### src/design/rycc420_pkg.sv
`timescale 1ns / 1ps
// ----------------------------------------------------------------------------
// rycc420_pkg
// Shared constants for the RGB to YCbCr 4:2:0 macroblock packer: luma and
// chroma coefficients (16 fractional bits) and the chroma bias.
// ----------------------------------------------------------------------------
package rycc420_pkg;

  localparam int FRAC_BITS = 16;

  // Luma weights, unsigned
  localparam logic [16:0] COEF_YR = 17'd19595;
  localparam logic [16:0] COEF_YG = 17'd38470;
  localparam logic [16:0] COEF_YB = 17'd7471;

  // Chroma scale factors, applied to signed differences
  localparam logic signed [17:0] COEF_CB = 18'sd36962;
  localparam logic signed [17:0] COEF_CR = 18'sd46727;

  localparam logic [7:0] CHROMA_BIAS = 8'd128;

  localparam logic [7:0] LAST_INDEX = 8'hFF;

  // Control carried along the pipeline with each beat
  typedef struct packed {
    logic       valid;
    logic [7:0] pixel_index;
  } stage_ctl_t;

endpackage

### src/design/rgb_to_ycbcr420_macroblock_packer_core.sv
`timescale 1ns / 1ps
// ----------------------------------------------------------------------------
// rgb_to_ycbcr420_macroblock_packer_core
// Four register stages (luma products, luma sum and chroma differences,
// chroma products, output register) carry each input beat to the output.
// Throughput: one pixel per cycle when not stalled.
// Each stage holds its beat under stall and bubbles close up.
// Reset (rst, synchronous) clears all stage valid bits; data is not reset.
// ----------------------------------------------------------------------------
module rgb_to_ycbcr420_macroblock_packer_core
  import rycc420_pkg::*;
(
  input  logic       clk,
  input  logic       rst,
  input  logic       in_valid,
  output logic       in_stall,
  input  logic [7:0] red,
  input  logic [7:0] green,
  input  logic [7:0] blue,
  input  logic [7:0] pixel_index,
  output logic       out_valid,
  input  logic       out_stall,
  output logic [7:0] luma,
  output logic [7:0] luma_offset,
  output logic       chroma_valid,
  output logic [7:0] chroma_blue,
  output logic [7:0] chroma_red,
  output logic [5:0] chroma_offset,
  output logic       macroblock_done
);

  // stage 1: luma partial products
  stage_ctl_t  s1;
  logic [23:0] prod_r;
  logic [23:0] prod_g;
  logic [23:0] prod_b;
  logic [7:0]  s1_red;
  logic [7:0]  s1_blue;

  // stage 2: luma and chroma differences
  stage_ctl_t        s2;
  logic [7:0]        s2_luma;
  logic signed [8:0] diff_b;
  logic signed [8:0] diff_r;

  // stage 3: chroma products
  stage_ctl_t         s3;
  logic [7:0]         s3_luma;
  logic signed [25:0] prod_cb;
  logic signed [25:0] prod_cr;

  logic ready_s1;
  logic ready_s2;
  logic ready_s3;
  logic ready_out;

  logic [23:0]       luma_sum;
  logic [7:0]        luma_next;
  logic [3:0]        row;
  logic [3:0]        col;
  logic              even_pos;

  // a stage may load when it is empty or its beat moves on
  assign ready_out = !out_valid || !out_stall;
  assign ready_s3  = !s3.valid || ready_out;
  assign ready_s2  = !s2.valid || ready_s3;
  assign ready_s1  = !s1.valid || ready_s2;
  assign in_stall  = !ready_s1;

  assign luma_sum  = prod_r + prod_g + prod_b;
  assign luma_next = luma_sum[FRAC_BITS +: 8];

  assign row      = s3.pixel_index[7:4];
  assign col      = s3.pixel_index[3:0];
  assign even_pos = !row[0] && !col[0];

  always_ff @(posedge clk) begin
    if (rst) begin
      s1.valid  <= 1'b0;
      s2.valid  <= 1'b0;
      s3.valid  <= 1'b0;
      out_valid <= 1'b0;
    end else begin
      if (ready_s1) begin
        s1.valid <= in_valid;
      end
      if (ready_s2) begin
        s2.valid <= s1.valid;
      end
      if (ready_s3) begin
        s3.valid <= s2.valid;
      end
      if (ready_out) begin
        out_valid <= s3.valid;
      end
    end

    if (ready_s1 && in_valid) begin
      s1.pixel_index <= pixel_index;
      prod_r         <= 24'(COEF_YR) * 24'(red);
      prod_g         <= 24'(COEF_YG) * 24'(green);
      prod_b         <= 24'(COEF_YB) * 24'(blue);
      s1_red         <= red;
      s1_blue        <= blue;
    end
    if (ready_s2 && s1.valid) begin
      s2.pixel_index <= s1.pixel_index;
      s2_luma        <= luma_next;
      diff_b         <= $signed({1'b0, s1_blue}) - $signed({1'b0, luma_next});
      diff_r         <= $signed({1'b0, s1_red}) - $signed({1'b0, luma_next});
    end
    if (ready_s3 && s2.valid) begin
      s3.pixel_index <= s2.pixel_index;
      s3_luma        <= s2_luma;
      prod_cb        <= 26'(COEF_CB) * 26'(diff_b);
      prod_cr        <= 26'(COEF_CR) * 26'(diff_r);
    end
    if (ready_out && s3.valid) begin
      luma            <= s3_luma;
      luma_offset     <= {row[3], col[3], row[2:0], col[2:0]};
      chroma_valid    <= even_pos;
      macroblock_done <= (s3.pixel_index == LAST_INDEX);
      // floor shift keeps the low 8 bits of the product's integer part
      if (even_pos) begin
        chroma_blue   <= prod_cb[FRAC_BITS +: 8] + CHROMA_BIAS;
        chroma_red    <= prod_cr[FRAC_BITS +: 8] + CHROMA_BIAS;
        chroma_offset <= {row[3:1], col[3:1]};
      end else begin
        chroma_blue   <= 8'd0;
        chroma_red    <= 8'd0;
        chroma_offset <= 6'd0;
      end
    end
  end

  // chroma fields are zero on odd positions
  assert property (@(posedge clk) disable iff (rst)
    out_valid && !chroma_valid |->
      chroma_blue == 8'd0 && chroma_red == 8'd0 && chroma_offset == 6'd0)
    else $error("chroma fields not cleared on odd position");

  // the last pixel maps to the last luma byte and carries no chroma
  assert property (@(posedge clk) disable iff (rst)
    out_valid && macroblock_done |-> luma_offset == 8'hFF && !chroma_valid)
    else $error("last pixel offset mismatch");

  // a beat in stage 3 held by a stalled output stays put
  assert property (@(posedge clk) disable iff (rst)
    s3.valid && out_valid && out_stall |=> s3.valid && $stable(prod_cb))
    else $error("stage 3 beat lost under stall");

  // a beat leaving stage 1 always lands in stage 2
  assert property (@(posedge clk) disable iff (rst)
    s1.valid && ready_s2 |=> s2.valid)
    else $error("stage 1 beat dropped");

endmodule
### config.mk
export PLATFORM = sky130hd
export DESIGN_NAME = rgb_to_ycbcr420_macroblock_packer_core
export DESIGN_NICKNAME = d
export VERILOG_FILES = /design/src/design/rycc420_pkg.sv /design/src/design/rgb_to_ycbcr420_macroblock_packer_core.sv
export SDC_FILE = /design/constraint.sdc
export NUM_CORES = 1
export LEC_CHECK = 0
export ABC_AREA = 1
export BUFFER_PORTS_ARGS = -buffer_cell sky130_fd_sc_hd__buf_2
export CORE_MARGIN = 2
export CORE_UTILIZATION = 60
export CTS_CLUSTER_DIAMETER = 80
export DETAILED_ROUTE_END_ITERATION = 6
export PLACE_DENSITY = 0.78
export SLEW_MARGIN = 10
export SYNTH_ARGS = -nofsm -noshare
export SYNTH_HDL_FRONTEND = slang
export SYNTH_SLANG_ARGS = --single-unit
### constraint.sdc
create_clock -name clk -period 10.42 [get_ports clk]
set_clock_uncertainty 0.1 [all_clocks]
set_input_delay 0.521 -clock clk [delete_from_list [all_inputs] [get_ports clk]]
set_output_delay 0.521 -clock clk [all_outputs]
set_load 0.01 [all_outputs]
**Word-level counts from Yosys, hierarchy flattened**

Cells that the tools add are included.

- Reduce and logical (&&, ||, !) cells: 17
- Equality and inequality tests: 1
- Add/subtract/negate cells: 6
- Multipliers: 5

Operators by type and width:

| cell | number |
|---|---|
| $mul A15 B8 Y23 const A | 2 |
| $add A23 B24 Y24 | 1 |
| $add A24 B21 Y24 | 1 |
| $mul A17 B9 Y24 const A | 1 |
| $mul A16 B9 Y23 const A | 1 |
| $mul A13 B8 Y21 const A | 1 |
| $sub A8 B8 Y9 | 2 |
| $add A8 B8 Y8 const B | 2 |
| $eq A8 B8 Y1 const B | 1 |
| $logic_not A1 Y1 | 8 |
| $logic_and A1 B1 Y1 | 5 |
| $logic_or A1 B1 Y1 | 4 |

- Register bits after elaboration: 232
- Output and inout bits: 42
- Logic and storage cells: 54

**Longest topological paths before layout**

Gate-level depths: netlist of run 1.

- Depth in word-level cells: 6
- Depth in mapped cells: 23
- Gate-level depth less buffers: 23

**Least setup slack after synthesis of run 1**

No wires, ideal clock.

- Path kind: in2reg
- From: in out_stall
- To: reg prod_b[10], enable pin
- Setup time: 0.537 ns
- Arrival: 4.600 ns
- Stages on the path: 7
- Slack: 5.183 ns
- Cells stage by stage: nand2_1 > nor2_1 > inv_1 > nor2_1 > inv_1 > nor2_1 > nor2_1

- Cells in the longest elaborated chain, start to end: 6

Ends and longest elaborated chain:

| item | line | RTL |
|---|---|---|
| from (decl) | rgb_to_ycbcr420_macroblock_packer_core.sv:22 | `input logic out_stall,` |
| $logic_not A1 Y1 | rgb_to_ycbcr420_macroblock_packer_core.sv:64 | `assign ready_out = !out_valid \|\| !out_stall;` |
| $logic_or A1 B1 Y1 | rgb_to_ycbcr420_macroblock_packer_core.sv:64 |  |
| $logic_or A1 B1 Y1 | rgb_to_ycbcr420_macroblock_packer_core.sv:65 | `assign ready_s3 = !s3.valid \|\| ready_out;` |
| $logic_or A1 B1 Y1 | rgb_to_ycbcr420_macroblock_packer_core.sv:66 | `assign ready_s2 = !s2.valid \|\| ready_s3;` |
| $logic_or A1 B1 Y1 | rgb_to_ycbcr420_macroblock_packer_core.sv:67 | `assign ready_s1 = !s1.valid \|\| ready_s2;` |
| $logic_and A1 B1 Y1 | rgb_to_ycbcr420_macroblock_packer_core.sv:98 | `if (ready_s1 && in_valid) begin` |
| to (signal assigned) | rgb_to_ycbcr420_macroblock_packer_core.sv:102 | `prod_b <= 24'(COEF_YB) * 24'(blue);` |
| to (decl) | rgb_to_ycbcr420_macroblock_packer_core.sv:36 | `logic [23:0] prod_b;` |

No other way between the ends.
A chain may end at the register's enable or synchronous reset.

**Worst setup path after layout of run 1**

- From: reg diff_r[6]
- To: reg prod_cr[23], data pin

- Cells in the longest elaborated chain, start to end: 1

Ends and longest elaborated chain:

| item | line | RTL |
|---|---|---|
| from (decl) | rgb_to_ycbcr420_macroblock_packer_core.sv:44 | `logic signed [8:0] diff_r;` |
| from (signal assigned) | rgb_to_ycbcr420_macroblock_packer_core.sv:110 | `diff_r <= $signed({1'b0, s1_red}) - $signed({1'b0, luma_next});` |
| $mul A17 B9 Y24 | rgb_to_ycbcr420_macroblock_packer_core.sv:116 | `prod_cr <= 26'(COEF_CR) * 26'(diff_r);` |
| to (signal assigned) | rgb_to_ycbcr420_macroblock_packer_core.sv:116 |  |
| to (decl) | rgb_to_ycbcr420_macroblock_packer_core.sv:50 | `logic signed [25:0] prod_cr;` |

No other way between the ends.

==> results of run 1 <==
==> registers in the layout, indices dropped and copies added (netlist names) <==
signal and cells:
prod_r 22, s2 9, chroma_valid 1, col 4, out_valid 1, macroblock_done 1, chroma_red 8, s3 1
s1 9, s2_luma 8, s1_blue 8, chroma_blue 8, prod_b 20, luma_offset 8, s3_luma 8, row 4
diff_b 9, luma 8, diff_r 9, prod_cr 8, s1_red 8, chroma_offset 6, prod_cb 8, prod_g 23
==> synth_stat cells, types with 2 or more instances <==
master	number	area, sq um
or2_2	2	12.5
nor2_2	6	37.5
a21boi_0	3	22.5
nand2_1	268	1010
o211ai_1	2	15.0
inv_1	397	1490
nor3_1	12	60.1
edfxtp_1	195	5860
o21ai_1	7	35.0
xnor2_1	25	219
and2_1	2	12.5
inv_2	4	15.0
xor2_1	55	482
a211oi_1	3	22.5
nand3_1	52	260
o21a_1	2	15.0
o21ai_0	38	190
ha_1	358	4480
clkbuf_1	2	7.51
fa_1	130	2600
o21bai_1	8	60.1
a31oi_1	2	12.5
nand4_1	15	93.8
nor2_1	93	349
a21o_1	3	22.5
nand3_2	9	90.1
o21ai_2	2	17.5
dfxtp_1	4	80.1
o31ai_1	5	37.5
a21oi_1	106	531
nand2_2	12	75.1
==> stage by stage <==
stage	cells	setup WS (ns)	utilization, %
floorplan	1832	5.18	-
global placement	2299	5.28	64.5
detailed placement	2299	5.25	64.5
CTS	2331	5.72	66.5
global route	2332	5.40	66.6
finish	2332	5.73	66.6
==> critical path, stage by stage, from the launching register on <==
cell and delay (ns):
edfxtp_1 0.63, inv_1 0.17, ha_1 0.34, ha_1 0.20, fa_1 0.48, inv_1 0.06, fa_1 0.55, inv_1 0.06
fa_1 0.45, ha_1 0.33, a21o_1 0.17, a221oi_1 0.36, nor3_1 0.09, o21ai_0 0.15, nand3_1 0.13, xor2_1 0.16
==> cell usage in the layout, fill, tap and decap left out, types with 12 or more instances in the layout <==
cell       instances
o21ai_0           38
clkbuf_16         17
nor2_1            91
nand2_2           12
xnor2_1           25
nand3_1           52
buf_2             77
nand4_1           15
a21oi_1          105
fa_1             130
xor2_1            55
nor3_1            12
nand2_1          268
ha_1             358
inv_1            397
edfxtp_1         195
==> layout make-up <==
class	instances	area, sq um
clock buffers	17	425
fillers	2266	9960
flip-flops and latches	199	5940
well taps	390	488
inverters	401	1510
repair buffers	80	420
clock inverters	15	189
multi-input cells	1230	10900
==> cells by family after synthesis <==
family / after synthesis
AO/OA/AOI/OAI: 186
XOR/XNOR: 80
adder cells (fa/ha/maj): 488
buffers and inverters: 403
flip-flops: 199
AND/OR/NAND/NOR: 476
==> routing by layer <==
metal | wire length, um | global-route usage, %
met5 | 0 | 0
met3 | 1500 | 3.88
met4 | 1550 | 10.7
met2 | 18600 | 44.4
met1 | 15000 | 28.8
==> worst min path at each step <==
stage,start,to,cells past startpoint
floorplan,s2[0]$_DFFE_PP_,col[0]$_DFFE_PP_,0
global placement,s1[2]$_DFFE_PP_,s2[2]$_DFFE_PP_,0
detailed placement,s2[0]$_DFFE_PP_,col[0]$_DFFE_PP_,0
CTS,pixel_index[3],s1[3]$_DFFE_PP_,1
global route,pixel_index[3],s1[3]$_DFFE_PP_,1
finish,pixel_index[3],s1[3]$_DFFE_PP_,1
==> reports/summary.txt, run 1 <==
Post-synth EDFFs: 195
Initial Util: 61.4%
Initial antenna violation count: 0
RSZ-0062 raised after global routing: false
Syn Nets: 2356
Ant diodes: 0
DIE HEIGHT: 179 um
Post_cts resized: 0
Synth Area in Adders: 38.7%
Hold WS: 0.136 ns
Crit path launch type: register
Synth Register Bits: 199
Synth cell types: 41
Clk_lat worst skew: 0.46 ns
Post-synthesis mux area share: 0%
Yosys warns: 0
Via density: 5.39
Final period util: 45.0%
DRT Pass-1 Iters: 5
NumNets Final: 2453
Outcome: finished clean
Fmax: 213 MHz
Vias in the first global route: 12900
Area Overhead vs Synth: 8.42%
FF-to-FF setup slack: 5.73 ns
CP startpoint: diff_r[6]$_DFFE_PP_
Worst EP required: 10.54 ns
IO Port Bufs: 77
Setup TNS Final: 0 ns
Largest net degree at the start of global routing: 67
Post-Synth Simple-Gate Area: 11.2%
Critical path fanouts, max: 9
Critical path class: register to register
Clock root cell: clkbuf_16
WL/cell: 15.7 um
Initial DRC count: 562
Async set-reset flop share out of synthesis: 0%
Critical R2R Launch: diff_r[6]$_DFFE_PP_
Routability congestion estimate: 0.936
Max Cap Violations: 0
Fin crit period: 4.69 ns
Remaining DRCs: 0
Clock Path Buffers: 2
Share of cells above drive strength 1: 7.88%
Max-slew violation count: 0
Core region area: 0.0298 sq mm
Synth Cell Area: 0.0183 sq mm
Reg2reg path depth: 15
Min-delay worst type: primary input to register
CTS sink cnt: 199
Design Area, Final: 0.0198 sq mm
Kind of end point of the critical path: register
Hold bufs inserted after CTS: 0
Final ANT Viol Nets: 0
Drt total wl: 36600 um
GRT Resource Usage Total: 24.6%
Synth Flop Type: edfxtp_1
# rows: 63
CTS tree: yes
Synth Area per Inst: 9.99 sq um
Final hold vios: 0
Clk slew on worst S/H paths: 0.08 ns
Post-synthesis xor/xnor area fraction: 3.83%
Finish-stage setup viols: 0
Chip width: 179 um
Crit path to: prod_cr[23]$_DFFE_PP_
Least-Margin Pin Slew: 0.984 ns
Max_slew headroom: 34.3%
Placed Area: 0.0192 sq mm
Hpwl dp: 30700 um
Sequential share of the synthesized area: 32.4%
Via count: 12600
Crit path arrival time: 4.80 ns
Die area: 0.0319 sq mm
H-tree depth: 4
R2r endpoint: prod_cr[23]$_DFFE_PP_
First-pass GRT wire length: 60600 um
Compound-Gate Fraction of Synth Area: 5.60%
Gate Count Post-Synth: 1832
I/O Pins: 78
Cts bufs inserted: 17
Post-CTS setup repair buffer count: 0
Largest family of logic cells by synthesized area: adder cells
Gr ovfl total: 0
Power of run 1 is left out: the tool's default activity adds up to more than one toggle a clock period on the data nets, which glitch-free logic cannot reach.
==> run 2: changes to the inputs <==
- CORE_UTILIZATION: 60 -> 58
- PLACE_DENSITY: 0.78 -> 0.79
- clock period: 10.42 -> 3.8 ns (I/O delays scaled with it)
==> reports/summary.txt, run 2 (synthesized netlist as in run 1, its figures left out) <==
Outcome: complete, but fails checks
Failing checks: negative setup slack
Clk_lat worst skew: 0.44 ns
Largest net degree at the start of global routing: 65
Finish-stage setup viols: 12
Gr ovfl total: 0
Commonest non-fill, non-tap cell in the layout: inv_1
RSZ-0062 raised after global routing: true
Share of cells above drive strength 1: 21.6%
WL/cell: 16.4 um
Clk slew on worst S/H paths: 0.07 ns
Crit path arrival time: 4.43 ns
Core region area: 0.0313 sq mm
CP max stage delay: 0.61 ns
CP max stage cell: fa_2
GRT Resource Usage Total: 25.0%
Vias in the first global route: 13700
Remaining DRCs: 0
Largest registers: prod_g: 23 flops, prod_r: 22 flops, prod_b: 20 flops
Max Cap Violations: 0
Max-slew violation count: 0
CTS sink cnt: 199
DIE HEIGHT: 182 um
I/O Pins: 78
Routability congestion estimate: 0.948
Max_slew headroom: 33.3%
Via density: 5.31
Critical path class: register to register
Initial DRC count: 636
Final hold vios: 0
Initial Util: 58.4%
H-tree depth: 4
Area Overhead vs Synth: 21.1%
Drt total wl: 41400 um
First-pass GRT wire length: 65200 um
Fillers: 2128
Worst-path cell chain: buf_4 > fa_2 > ha_4 > fa_1 > inv_1 > fa_1 > inv_2 > ha_4 > ha_4 > a21oi_2 > nor2_1 > a211oi_1 > nand2_1 > nand2_1 > nand2_2 > a21oi_2 > xor2_1
Die area: 0.0330 sq mm
Fin crit period: 4.26 ns
Final period util: 112%
Chip width: 182 um
CTS tree: yes
Most frequent cells in the layout: inv_1 (376), ha_1 (306), nand2_1 (257)
Max reg flops: 23
Multi-input gate area: 0.0118 sq mm
Final WS setup: -0.455 ns
# rows: 65
Cts bufs inserted: 17
Worst EP required: 3.97 ns
Hpwl dp: 32300 um
Critical path fanouts, max: 4
DRT Pass-1 Iters: 5
Top reg by flops: prod_g
Register area: 0.00594 sq mm
Initial antenna violation count: 0
Ant diodes: 0
NumNets Final: 2638
Final ANT Viol Nets: 0
Least-Margin Pin Slew: 0.998 ns
Min-delay worst type: primary input to register
Post-Place Worst Slack: -0.458 ns
IO Port Bufs: 77
Fmax: 235 MHz
Clock Path Buffers: 2
Kind of end point of the critical path: register
Via count: 13400
Cell mode on critical path: ha_4
Clock root cell: clkbuf_16
Crit path launch type: register
[run 2: cell count changes in the layout (fill, tap and decap cells not counted), moves of 15 or more]
| cell | before | now |
|---|---|---|
| a21oi_1 | 105 | 79 |
| a21oi_2 | 0 | 25 |
| buf_4 | 2 | 161 |
| dlygate4sd3_1 | 0 | 17 |
| ha_1 | 358 | 306 |
| ha_4 | 0 | 46 |
| inv_1 | 397 | 376 |
| inv_2 | 4 | 23 |
| o21ai_0 | 38 | 23 |
[run 2: layout make-up]
cell class / count / area share, %
inverter: 401 / 6.81
tap: 402 / 2.27
timing repair buffer: 265 / 8.55
clock buffer: 18 / 1.94
clock inverter: 14 / 0.610
multi-input combinational: 1230 / 53.0
sequential: 199 / 26.8
[run 2: stage by stage]
step / instance area, sq um / hold slack (ns) / TNS [ns] / utilization (%) / cells
after floorplan: 18600 / 0.159 / -1.73 / - / 1832
after global placement: 20600 / 0.268 / -5.10 / 65.7 / 2454
after detailed placement: 20600 / 0.269 / -7.48 / 65.7 / 2454
after CTS: 21600 / 0.000951 / -3.86 / 68.8 / 2517
after global routing: 22200 / 0.0296 / -4.46 / 70.8 / 2529
final: 22200 / 0.0273 / -2.82 / 70.8 / 2529
[run 2: worst max-delay path, delay by kind of cell, from the launching register on]
kind,cells,cell delay (ns)
fa+ha+maj,6,2.33
flops,1,0.46
xor+xnor,1,0.20
buf+inv,3,0.29
compound gates,3,0.45
simple gates,4,0.28
[run 2: routing by layer]
layer	global-route usage (%)	routed length, um	up-vias
met5	0	0	-
met4	8.20	1290	0
met3	3.03	1450	84
met2	48.1	22300	305
met1	28.8	16400	6465
li1	-	-	6581
[run 2: final timing paths]
| kind | slack (ns) | depth (start not counted) | start | to |
|---|---|---|---|---|
| setup / recovery | -0.46 | 17 | diff_r[8]$_DFFE_PP_ | prod_cr[22]$_DFFE_PP_ |
| hold reg to reg | 0.32 | 0 | s2[4]$_DFFE_PP_ | row[0]$_DFFE_PP_ |
| hold / removal | 0.03 | 2 | blue[6] | s1_blue[6]$_DFFE_PP_ |
| setup reg to reg | -0.46 | 17 | diff_r[8]$_DFFE_PP_ | prod_cr[22]$_DFFE_PP_ |
[run 2: timing repair]
action,4_1_cts,5_1_grt
setup endpoints to repair,16,33
endpoints found under the hold margin,17,1
setup buffers,16,12
gates cloned,0,0
resized for setup,32,94
hold buffers,16,1
pin swaps,45,44
Power of run 2 is left out for the same reason.
==> run 3: changes to the inputs <==
- SKIP_CTS_REPAIR_TIMING: not set -> 1
==> reports/summary.txt, run 3 (synthesized netlist as in run 1, its figures left out) <==
Critical path class: register to register
WL/cell: 15.9 um
RSZ-0062 raised after global routing: true
Final WS setup: -0.457 ns
Most frequent cells in the layout: inv_1 (384), ha_1 (321), nand2_1 (259)
Critical path fanouts, max: 6
Worst Hold Depth: 1
Via density: 5.25
Clock root cell: clkbuf_16
FF-to-FF setup slack: -0.46 ns
Outcome: complete, but fails checks
Max-slew violation count: 0
Critical R2R Launch: diff_r[7]$_DFFE_PP_
Setup TNS Final: -3.31 ns
Fillers: 2211
# placed instances: 2454
Crit path arrival time: 4.36 ns
First-pass GRT wire length: 62300 um
Max_slew headroom: 19.9%
Grt met2 use: 45.3%
DRT Pass-1 Iters: 6
DIE HEIGHT: 182 um
Worst hold start: blue[1]
Min-delay worst type: primary input to register
Ant diodes: 0
Met3 usage: 2.67%
Routability congestion estimate: 0.948
Worst EP required: 3.90 ns
Initial Util: 58.4%
Kind of end point of the critical path: register
Largest registers: prod_g: 23 flops, prod_r: 22 flops, prod_b: 20 flops
Final hold vios: 0
Final ANT Viol Nets: 0
Core region area: 0.0313 sq mm
Fin crit period: 4.26 ns
Chip width: 182 um
Fmax: 235 MHz
Commonest non-fill, non-tap cell in the layout: inv_1
H-tree depth: 4
# rows: 65
Clk_lat worst skew: 0.44 ns
Finished Core Util: 69.5%
Clock Path Buffers: 2
Hpwl dp: 32300 um
Hold endpoint: s1_blue[1]$_DFFE_PP_
Share of cells above drive strength 1: 19.3%
CTS tree: yes
IO Port Bufs: 77
M1 GR Usage: 27.9%
Via count: 13200
Hold WS: 0.000696 ns
Finish-stage setup viols: 14
Reg2reg path depth: 16
Failing checks: negative setup slack
Die area: 0.0330 sq mm
Remaining DRCs: 0
Vias in the first global route: 13300
Largest net degree at the start of global routing: 65
CTS sink cnt: 199
Count of non-filler cells in the finished layout: 2512
Initial DRC count: 544
NumNets Final: 2621
R2r endpoint: prod_cr[19]$_DFFE_PP_
Clk slew on worst S/H paths: 0.08 ns
Top reg by flops: prod_g
Gr ovfl total: 0
Busiest grt layer: met2
Max Cap Violations: 0
Cts bufs inserted: 17
Initial antenna violation count: 0
Drt total wl: 39800 um
Crit path launch type: register
GRT Resource Usage Total: 23.8%
Least-Margin Pin Slew: 1.20 ns
I/O Pins: 78
Area Overhead vs Synth: 19.0%
Final period util: 112%
Max reg flops: 23
==> run 3: cell types whose count changed in the layout (fill, tap and decap cells not counted), moves of 3 or more <==
cell / change
ha_1: +15
ha_4: -12
inv_2: -6
a21oi_2: -5
fa_1: +3
o21ai_1: -3
buf_4: -10
a21oi_1: +5
ha_2: -3
fa_2: -3
buf_6: -4
o21ai_0: +5
inv_1: +8
==> run 3: how the worst max path moves through the flow <==
stage                              from  slack [ns]                    end  depth (start not counted)
floorplan           diff_r[7]$_DFFE_PP_       -0.27  prod_cr[22]$_DFFE_PP_                         18
global placement    diff_r[6]$_DFFE_PP_       -0.38  prod_cr[19]$_DFFE_PP_                         15
CTS                 diff_r[7]$_DFFE_PP_       -0.48  prod_cr[19]$_DFFE_PP_                         15
global route        diff_r[7]$_DFFE_PP_       -0.64  prod_cr[19]$_DFFE_PP_                         16
detailed placement  diff_r[7]$_DFFE_PP_       -0.46  prod_cr[19]$_DFFE_PP_                         15
finish              diff_r[7]$_DFFE_PP_       -0.46  prod_cr[19]$_DFFE_PP_                         16
==> run 3: stage by stage <==
stage	worst slack (ns)	area [sq um]
after global placement	-0.379	20600
after floorplan	-0.268	18600
after global routing	-0.639	21800
after detailed placement	-0.458	20600
after CTS	-0.483	21100
final	-0.457	21800
==> run 3: worst max-delay path, cell delays in order (launching register included) <==
cell,delay (ns)
edfxtp_1,0.52
inv_2,0.14
ha_4,0.22
ha_4,0.15
fa_1,0.47
inv_1,0.05
fa_1,0.51
inv_2,0.05
fa_1,0.58
ha_4,0.22
a21o_1,0.20
a221oi_2,0.31
nand2_1,0.15
a21oi_2,0.13
nor2_1,0.05
nor2_1,0.11
xnor2_1,0.07
==> run 3: per-layer routing <==
metal / routed length (um) / vias to the layer above
met3: 1170 / 64
met1: 16300 / 6336
met2: 21300 / 256
met5: 0 / -
met4: 1040 / 0
li1: - / 6534
==> run 3: area by class of cell <==
type                    instances  area [sq um]  share of cell area (%)
multi-input cells            1230         11500                    53.0
flip-flops and latches        199          5940                    27.3
repair buffers                248          1730                    7.96
inverters                     401          1510                    6.91
well taps                     402           503                    2.31
clock buffers                  18           429                    1.97
clock inverters                14           135                   0.621
Power of run 3 is left out for the same reason.
